--- src/hdl/ssd_pkg.sv ---
`default_nettype none
package ssd_pkg;

  localparam int MAX_N_DEF = 64;
  localparam int MAX_R_DEF = 8;

  localparam int WORD_W = 64;
  localparam int POS_W = 6;
  localparam int LEN_W = 7;
  localparam int MSG_W = 6;
  localparam int SLOT_W = 8;
  localparam int WT_W = 7;
  localparam int FUNC_W = 2;
  localparam int ENTRY_W = 8;
  localparam int CFG_W = 7;
  localparam int CFG_IDX_W = 1;

  localparam logic [FUNC_W-1:0] FUNC_ROW = 2'd0;
  localparam logic [FUNC_W-1:0] FUNC_WEIGHT = 2'd1;
  localparam logic [FUNC_W-1:0] FUNC_DECODE = 2'd2;

  localparam logic [CFG_IDX_W-1:0] CFG_CODE_LENGTH = 1'd0;
  localparam logic [CFG_IDX_W-1:0] CFG_MESSAGE_LENGTH = 1'd1;

  localparam logic [LEN_W-1:0] CODE_LENGTH_RST = 7'd7;
  localparam logic [MSG_W-1:0] MESSAGE_LENGTH_RST = 6'd4;

  localparam logic signed [ENTRY_W-1:0] WEIGHT_MISSING = -8'sd1;
  localparam logic [ENTRY_W-1:0] ENTRY_EMPTY = 8'h00;

  typedef struct packed {
    logic              we;
    logic [SLOT_W-1:0] slot;
  } row_wr_t;

  // bits below w set, w up to 64
  function automatic logic [WORD_W-1:0] low_mask(input logic [LEN_W-1:0] w);
    logic [WORD_W-1:0] m;
    for (int i = 0; i < WORD_W; i++) begin
      m[i] = (LEN_W'(i) < w);
    end
    return m;
  endfunction

  // missing entries weigh -1
  function automatic logic signed [ENTRY_W-1:0] entry_weight(
    input logic [ENTRY_W-1:0] e
  );
    logic signed [ENTRY_W-1:0] w;
    if (e[ENTRY_W-1]) begin
      w = signed'({1'b0, e[WT_W-1:0]});
    end else begin
      w = WEIGHT_MISSING;
    end
    return w;
  endfunction

endpackage
`default_nettype wire

--- src/hdl/ssd_weight_mem.sv ---
`default_nettype none
module ssd_weight_mem #(
  parameter int MAX_R = ssd_pkg::MAX_R_DEF
) (
  input  wire                          clk,
  input  wire                          we,
  input  wire  [MAX_R-1:0]             waddr,
  input  wire  [ssd_pkg::ENTRY_W-1:0]  wdata,
  input  wire  [MAX_R-1:0]             raddr_a,
  input  wire  [MAX_R-1:0]             raddr_b,
  output logic [ssd_pkg::ENTRY_W-1:0]  rdata_a,
  output logic [ssd_pkg::ENTRY_W-1:0]  rdata_b
);
  import ssd_pkg::*;

  localparam int DEPTH = 1 << MAX_R;

  logic [ENTRY_W-1:0] mem [DEPTH];

  always_ff @(posedge clk) begin
    if (we) begin
      mem[waddr] <= wdata;
    end
    rdata_a <= mem[raddr_a];
    rdata_b <= mem[raddr_b];
  end

endmodule
`default_nettype wire

--- config.mk ---
export PLATFORM = sky130hd
export DESIGN_NAME = ssd_weight_mem
export DESIGN_NICKNAME = d
export VERILOG_FILES = /design/src/hdl/ssd_pkg.sv /design/src/hdl/ssd_weight_mem.sv
export SDC_FILE = /design/constraint.sdc
export NUM_CORES = 2
export LEC_CHECK = 0
export BUFFER_PORTS_ARGS = -buffer_cell sky130_fd_sc_hd__buf_4
export CORE_AREA = 2 2 626 628
export CTS_CLUSTER_DIAMETER = 100
export DETAILED_ROUTE_END_ITERATION = 8
export DIE_AREA = 0 0 628 630
export PLACE_DENSITY = 0.49
export SYNTH_ARGS = -nofsm -noshare
export SYNTH_HDL_FRONTEND = slang
export SYNTH_SLANG_ARGS = --single-unit
--- constraint.sdc ---
create_clock -name clk -period 2.5 [get_ports clk]
set_input_delay 0.25 -clock clk [delete_from_list [all_inputs] [get_ports clk]]
set_output_delay 0.25 -clock clk [all_outputs]
set_load 0.02 [all_outputs]
==> impl_metrics.json <==
{
  "worst_hold_slack_ns": 0.04816,
  "final-seq-area_mm2": 0.06182,
  "firstDrtPassIters": 6,
  "hpwl_mm": 247.5,
  "startpoint_type": "register",
  "setup-violations-final": 2,
  "wirelength_mm": 349.1,
  "netlist_instances": 4847,
  "yosysUniqueCellTypes": 65,
  "syn-cell-area_mm2": 0.09697,
  "antenna_found_initial": 21,
  "hold_depth": 3,
  "fin_setup_tns_ns": -0.03381,
  "area_growth_pct": 22.76,
  "rows": 229,
  "fin_crit_ns": 2.526,
  "viasPerCell": 5.129,
  "stdcell_area_mm2": 0.1190,
  "htreeDepth": 4,
  "period_share": 1.010,
  "ir_drop_mv": 0.5234,
  "grt_max_degree": 104,
  "yosys_warnings": 0,
  "final_common_cell": "edfxtp_1",
  "synth-edff-count": 2048,
  "crit_top_cell": "mux4_2",
  "post-route-drc-count": 0,
  "maxCapViolations": 0,
  "die-area_mm2": 0.3956,
  "grt_pass1_wl_mm": 481.8,
  "max_freq_ghz": 0.3959,
  "grt_overflow": 0,
  "wl_per_cell_um": 31.18,
  "cpMaxStageDelayCell": "mux4_2",
  "gp_congestion": 0.9038,
  "grt_usage": 0.1718,
  "cp_slowest_stage_delay_ns": 0.54,
  "finalCoreUtilization": 0.3066,
  "clock_latency_ns": 0.92,
  "worst_pin_slew_ns": 1.023,
  "status": "complete, but fails checks",
  "critPathBufInv": 1,
  "skew_ns": 0.04821,
  "async_flop_share": 0,
  "root_buffer": "clkbuf_16",
  "nets": 5846,
  "multi_input_area_mm2": 0.03278,
  "vias": 57430,
  "most-common-layout-cells": "edfxtp_1 (2048), mux4_2 (1051), buf_4 (952), nor2_1 (298), mux2i_1 (236)",
  "syn_avg_cell_area_um2": 20.01,
  "grt_setup_unrepaired": "true",
  "path_cells": "mux4_2 > mux4_2 > mux2_4 > a221oi_4 > buf_4 > nor4_2",
  "power_density_mw_per_mm2": 678.7,
  "path_max_fanout": 2,
  "cts.path.max_buffers": 4,
  "ys_seq_elements": 2064,
  "port_buffers": 49,
  "crit_path_end_kind": "register",
  "worstPathRequired_ns": 3.32,
  "clk_pin_slew_ns": 0.06,
  "yosysSeqAreaShare": 0.6375,
  "synth.net_count": 4881,
  "cp_top_family": "multiplexers",
  "reg2regPathDepth": 6,
  "synth_flop_cell": "edfxtp_1",
  "drtIter0Drc": 7125,
  "critPathKind": "register to register",
  "fp.dieW_um": 628,
  "initial_utilization": 0.2498,
  "clock-sinks": 2064,
  "hold_violations": 0,
  "slew_viol_final": 0,
  "violations": "setup timing",
  "grt_pass1_vias": 58430,
  "cp.depth": 6,
  "drive_above_1_share": 0.4328,
  "p_leak_nw": 38.43,
  "core_area_mm2": 0.3882,
  "cp.arrival_ns": 3.34,
  "drtAntennaViolNets": 0,
  "die_h_um": 630,
  "numCtsBuffers": 232,
  "setup_slack_ns": -0.02582,
  "relSlewSlack": 0.3140,
  "hp-class": "primary input to register",
  "pin_count": 50,
  "cts_tree": "yes",
  "n_fill_cell": 37540,
  "dpl-instance-area_mm2": 0.1112
}
-- metrics by stage --
step                setup slack, ns  total power (W)  instances
finish                     -0.02582          0.08079      11200
floorplan                    0.2094          0.04277       4847
detailed placement           -1.396          0.04700      10770
global route               -0.05006          0.08293      11190
global placement             -1.774          0.04697      10760
CTS                       0.0008540          0.08148      11180
-- area by class of cell --
type                    instances  share of cell area
flip-flops and latches       2064              0.5193
multi-input cells            2382              0.2753
repair buffers               1126             0.08734
well taps                    5197             0.05462
clock buffers                 276             0.05060
clock inverters               133             0.01231
diodes                         13           0.0002733
inverters                       6           0.0002207
-- synthesized netlist by cell type, types with 8 or more instances --
| master | instances | share of area |
|---|---|---|
| edfxtp_1 | 2048 | 0.63 |
| mux4_2 | 1051 | 0.24 |
| nor2_1 | 298 | 0.012 |
| mux2i_1 | 236 | 0.024 |
| clkbuf_1 | 137 | 0.0053 |
| nand2_1 | 114 | 0.0044 |
| buf_2 | 104 | 0.0054 |
| a21oi_1 | 79 | 0.0041 |
| o221ai_1 | 65 | 0.0059 |
| a22oi_1 | 62 | 0.0048 |
| nand3_1 | 52 | 0.0027 |
| o22ai_1 | 48 | 0.0031 |
| buf_6 | 44 | 0.0051 |
| buf_4 | 42 | 0.0033 |
| mux2_2 | 38 | 0.0044 |
| buf_8 | 35 | 0.0054 |
| o21ai_0 | 34 | 0.0018 |
| a221oi_1 | 32 | 0.0029 |
| a211oi_1 | 28 | 0.0022 |
| nor2b_1 | 27 | 0.0017 |
| buf_1 | 25 | 0.00097 |
| a22o_1 | 22 | 0.0020 |
| nor3_1 | 21 | 0.0011 |
| dfxtp_1 | 16 | 0.0033 |
| nand4_1 | 13 | 0.00084 |
| o211ai_1 | 13 | 0.0010 |
| and2_1 | 12 | 0.00077 |
| nand2b_1 | 11 | 0.00071 |
| o31ai_1 | 11 | 0.00085 |
| a221o_1 | 10 | 0.0010 |
| a2bb2oi_1 | 9 | 0.00081 |
| buf_12 | 8 | 0.0017 |
-- worst min-delay path, cell delays in order --
cell and delay (ns):
buf_4 0.16, nand3_1 0.24, nor2_1 0.13
-- power by group --
part           switching (W)  internal, W
Sequential          0.000211       0.0382
Clock                 0.0142       0.0202
Combinational        0.00457      0.00343
Total                 0.0190       0.0618
-- repair_timing --
action	in CTS	in global routing
resized for setup	37	13
pin swaps	4	2
setup buffers	2	0
hold buffers	10	0
hold endpoints to repair	376	0
setup endpoints to repair	13	8
-- kinds of logic (layout without fill, tap and decap cells) --
family,count (synthesis),after routing,share of synthesized area
multiplexers,1325,1325,0.2729
AND/OR/NAND/NOR,591,591,0.02695
other,0,13,0
AO/OA/AOI/OAI,466,466,0.03539
flip-flops,2064,2064,0.6375
buffers and inverters,401,1541,0.02730
-- final timing paths --
path,start,end,slack [ns]
max,mem[148][7],rdata_a[7],-0.03
min,waddr[0],mem[163][0],0.05
max reg2reg,mem[148][7],rdata_a[7],-0.03
min reg2reg,mem[46][6],rdata_a[6],1.20
-- flip-flops by register name, summed over array words and instances, names as in the netlist --
signal and count:
rdata_b 8, rdata_a 8, mem 2048
-- routing by layer --
metal  track usage  vias up  part of all wire
li1              -    23000                 -
met1        0.2317    31440              0.42
met2        0.2842     2501              0.48
met3       0.02722      485             0.070
met4       0.05183       12             0.036
met5             0        -           0.00021
(Power assumes the default switching activity.)
