[src/hdl/ssd_pkg.sv]
`default_nettype none
package ssd_pkg;

  localparam int MAX_N_DEF = 64;
  localparam int MAX_R_DEF = 8;

  localparam int WORD_W = 64;
  localparam int POS_W = 6;
  localparam int LEN_W = 7;
  localparam int MSG_W = 6;
  localparam int SLOT_W = 8;
  localparam int WT_W = 7;
  localparam int FUNC_W = 2;
  localparam int ENTRY_W = 8;
  localparam int CFG_W = 7;
  localparam int CFG_IDX_W = 1;

  localparam logic [FUNC_W-1:0] FUNC_ROW = 2'd0;
  localparam logic [FUNC_W-1:0] FUNC_WEIGHT = 2'd1;
  localparam logic [FUNC_W-1:0] FUNC_DECODE = 2'd2;

  localparam logic [CFG_IDX_W-1:0] CFG_CODE_LENGTH = 1'd0;
  localparam logic [CFG_IDX_W-1:0] CFG_MESSAGE_LENGTH = 1'd1;

  localparam logic [LEN_W-1:0] CODE_LENGTH_RST = 7'd7;
  localparam logic [MSG_W-1:0] MESSAGE_LENGTH_RST = 6'd4;

  localparam logic signed [ENTRY_W-1:0] WEIGHT_MISSING = -8'sd1;
  localparam logic [ENTRY_W-1:0] ENTRY_EMPTY = 8'h00;

  typedef struct packed {
    logic              we;
    logic [SLOT_W-1:0] slot;
  } row_wr_t;

  // bits below w set, w up to 64
  function automatic logic [WORD_W-1:0] low_mask(input logic [LEN_W-1:0] w);
    logic [WORD_W-1:0] m;
    for (int i = 0; i < WORD_W; i++) begin
      m[i] = (LEN_W'(i) < w);
    end
    return m;
  endfunction

  // missing entries weigh -1
  function automatic logic signed [ENTRY_W-1:0] entry_weight(
    input logic [ENTRY_W-1:0] e
  );
    logic signed [ENTRY_W-1:0] w;
    if (e[ENTRY_W-1]) begin
      w = signed'({1'b0, e[WT_W-1:0]});
    end else begin
      w = WEIGHT_MISSING;
    end
    return w;
  endfunction

endpackage
`default_nettype wire

[src/hdl/ssd_syndrome.sv]
`default_nettype none
module ssd_syndrome #(
  parameter int MAX_R = ssd_pkg::MAX_R_DEF
) (
  input  wire                            clk,
  input  wire                            rst,
  input  ssd_pkg::row_wr_t               row_wr,
  input  wire  [ssd_pkg::WORD_W-1:0]     row_data,
  input  wire  [ssd_pkg::WORD_W-1:0]     word,
  input  wire  [ssd_pkg::POS_W-1:0]      pos,
  input  wire  [ssd_pkg::LEN_W-1:0]      r_len,
  output logic [MAX_R-1:0]               syn_full,
  output logic [MAX_R-1:0]               col
);
  import ssd_pkg::*;

  logic [WORD_W-1:0] rows [MAX_R];

  for (genvar i = 0; i < MAX_R; i++) begin : g_row
    always_ff @(posedge clk) begin
      if (rst) begin
        rows[i] <= '0;
      end else if (row_wr.we && (32'(row_wr.slot) == i)) begin
        rows[i] <= row_data;
      end
    end

    always_comb begin
      syn_full[i] = (^(rows[i] & word)) & (32'(r_len) > i);
      col[i] = rows[i][pos] & (32'(r_len) > i);
    end
  end

endmodule
`default_nettype wire

[config.mk]
export PLATFORM = sky130hd
export DESIGN_NAME = ssd_syndrome
export DESIGN_NICKNAME = d
export VERILOG_FILES = /design/src/hdl/ssd_pkg.sv /design/src/hdl/ssd_syndrome.sv
export SDC_FILE = /design/constraint.sdc
export NUM_CORES = 1
export LEC_CHECK = 0
export BUFFER_PORTS_ARGS = -buffer_cell sky130_fd_sc_hd__buf_2
export CAP_MARGIN = 5
export CELL_PAD_IN_SITES_DETAIL_PLACEMENT = 2
export CELL_PAD_IN_SITES_GLOBAL_PLACEMENT = 2
export CORE_UTILIZATION = 39
export DETAILED_ROUTE_END_ITERATION = 10
export MAX_ROUTING_LAYER = met4
export PLACE_DENSITY = 0.81
export SETUP_SLACK_MARGIN = 0.2
export SYNTH_ARGS = -nofsm -noshare
export SYNTH_HDL_FRONTEND = slang
export SYNTH_SLANG_ARGS = --single-unit
[constraint.sdc]
create_clock -name clk -period 5.1 [get_ports clk]
set_input_delay 1.02 -clock clk [delete_from_list [all_inputs] [get_ports clk]]
set_output_delay 1.02 -clock clk [all_outputs]
set_load 0.005 [all_outputs]
==> impl_metrics.env <==
export IMPL_synth_ff_type="edfxtp_1"
export IMPL_drc_errors=0
export IMPL_grt_max_degree=65
export IMPL_cts_sinks=512
export IMPL_ys_types=33
export IMPL_top_register="rows"
export IMPL_area_growth_pct=13.2
export IMPL_synthSimpleGateAreaFrac=0.182
export IMPL_synth_edff_count=512
export IMPL_drtPass1Iterations=5
export IMPL_cts_hold_buf=0
export IMPL_largest_register_ffs=512
export IMPL_worst_path_max_fanout=8
export IMPL_maxCapViolCount=0
export IMPL_antenna_found_initial=8
export IMPL_async_flop_share=0
export IMPL_synthAdderAreaFrac=0
export IMPL_critPathBufInv=2
export IMPL_io_buffers=167
export IMPL_cts_tree="done"
export IMPL_syn_area_mm2=0.0296
export IMPL_timing_final_crit_share=0.963
export IMPL_max_slew_margin=0.172
export IMPL_startpoint_type="input pin"
export IMPL_rows=100
export IMPL_finalSetupViolations=0
export IMPL_fmax_mhz=204
export IMPL_coreArea_mm2=0.0748
export IMPL_die_h_um=278
export IMPL_synth_top_area_cell="edfxtp_1"
export IMPL_clk_path_buf_depth=3
export IMPL_ant_nets=0
export IMPL_avgSynthCellArea_um2=11.9
export IMPL_placedCellCount=3512
export IMPL_stdcell_count=3620
export IMPL_powerDensity_mw_per_mm2=381
export IMPL_clk_pin_slew_ns=0.06
export IMPL_status="completed"
export IMPL_synth_compound_area_frac=0.0268
export IMPL_drt_iter0_markers=3178
export IMPL_place_gp_congestion=1.06
export IMPL_synthesis_yosys_warnings=0
export IMPL_synth_seq_cells=512
export IMPL_worstPathRequired_ns=4.08
export IMPL_track_usage=0.397
export IMPL_wirelength_um=149000
export IMPL_hp_start="row_data[63]"
export IMPL_crit_path_cell_trace="buf_2, nand2_1, xnor2_1, xnor2_1, xnor2_1, xnor2_1, xnor2_1, xnor2_1, nor2_1, buf_2"
export IMPL_dieArea_mm2=0.0770
export IMPL_cts_root_buf="clkbuf_16"
export IMPL_cpMostUsedCell="xnor2_1"
export IMPL_grt_pass1_wl_um=200000
export IMPL_synth_cells=2479
export IMPL_avgViaCountPerCell=6.15
export IMPL_top_regs="rows x512"
export IMPL_crit_path_end_kind="primary output"
export IMPL_rsz0062_at_grt="false"
export IMPL_grt_ovfl_total=0
export IMPL_hpwl_um=114000
export IMPL_crit_arrival_ns=3.89
export IMPL_slowest_delay_ns=0.68
export IMPL_synth_top_area_share=0.519
export IMPL_drv_slew=0
export IMPL_vias=22200
export IMPL_peakVddDrop_v=0.000259
export IMPL_path_class="in2out"
export IMPL_tightest_slew_ns=1.24
export IMPL_cts_max_level=2
export IMPL_hp_class="in2reg"
export IMPL_period_needed_ns=4.91
export IMPL_synth_seq_area_share=0.519
export IMPL_power_leakage_uw=0.0118
export IMPL_wl_per_cell_um=41.0
export IMPL_hold_violations=0
export IMPL_cts_buffers=59
export IMPL_ioPinCount=168
export IMPL_synth_nets=2631
export IMPL_fillers=7480
export IMPL_hold_worst_slack_ns=0.764
export IMPL_layout_drive_gt1_share=0.174
export IMPL_grt_pass1_vias=23000
export IMPL_synth_area_mux_share=0.0974
export IMPL_synth_top_family_by_area="simple AND/OR/NAND/NOR gates"
export IMPL_synthXorXnorAreaFrac=0.149
export IMPL_dieWidth_um=278
export IMPL_fin_nets=2756
export IMPL_startpoint="word[34]"
export IMPL_synth_area_top_cells="edfxtp_1, xnor2_1, and2_1"
export IMPL_total_power_uw=12800
export IMPL_initial_utilization=0.396
export IMPL_crit_family="XOR/XNOR gates"
export IMPL_tns_ns=0
export IMPL_slowest_stage="xnor2_1"
## worst paths after layout
kind                      endpoint  depth (start not counted)  slack (ns)
worst min-delay path  rows[1][191]                          2        0.76
worst max-delay path   syn_full[2]                         10        0.19
## cells by family (layout without fill, tap and decap cells)
logic type | after synthesis | in the layout
compound gates | 102 | 102
xor+xnor | 504 | 504
buf+inv | 160 | 327
flops | 512 | 512
mux | 128 | 128
other cells | 0 | 5
simple gates | 1073 | 1073
## layout by cell type (no fill, tap or decap), types with 15 or more instances in the layout
cell and n:
a21oi_1 19, a22o_1 16, a22oi_1 31, and2_1 515
buf_2 165, buf_4 46, clkbuf_16 61, edfxtp_1 512
mux4_2 128, nand2_1 514, nor2_1 15, xnor2_1 378
xor2_1 126
## repair_timing
item                                    in CTS  in global routing
endpoints found under the setup margin       0                  1
endpoints found under the hold margin        0                  0
buffers inserted                             0                  0
resized for setup                            0                  1
## area by class of cell
| cell class | count | area [µm²] | share of cell area |
|---|---|---|---|
| clock buffers | 73 | 1570 | 0.0469 |
| repair buffers | 222 | 1390 | 0.0413 |
| multi-input cells | 1807 | 13600 | 0.407 |
| inverters | 2 | 7.51 | 0.000224 |
| well taps | 969 | 1210 | 0.0362 |
| clock inverters | 30 | 302 | 0.00900 |
| flip-flops and latches | 512 | 15400 | 0.459 |
| diodes | 5 | 12.5 | 0.000373 |
## Yosys cell counts (2+ instances only)
cell type    n
a221oi_1     9
nor2_1      19
or2_2        3
a221oi_2     7
xnor2_1    378
buf_4        6
o22ai_1      8
nand3b_1     2
xor2_1     126
a21oi_1     19
mux4_2     128
buf_1        7
and2_1     515
nor3_2       4
clkbuf_1    69
buf_6        6
nand2b_1     3
buf_2       70
nor2b_1      2
nand2_1    514
a22o_1      16
inv_1        2
o31a_1       2
edfxtp_1   512
a22oi_1     32
nor3_1       6
o21bai_1     8
## where the power goes
group / internal [µW] / switching (µW) / total, µW / leakage [µW]
combinational: 1310 / 2100 / 3400 / 0.00602
clock: 2470 / 1860 / 4330 / 0.000907
sequential: 4850 / 199 / 5050 / 0.00486
total: 8620 / 4160 / 12800 / 0.0118
## layer usage
layer,part of all wire,vias up,track usage
met1,0.37,11700,0.481
met5,0,-,-
li1,-,8729,-
met4,0.071,0,0.236
met2,0.45,1475,0.596
met3,0.11,296,0.103
## metrics by stage
step	cell area, µm²	util	worst slack [ns]
floorplan	29600	-	-0.196
global placement	31600	0.423	0.403
detailed placement	31600	0.423	0.367
CTS	33500	0.448	0.345
global route	33500	0.448	0.255
finish	33500	0.448	0.187
No activity file was read; power rests on OpenSTA's default activity.
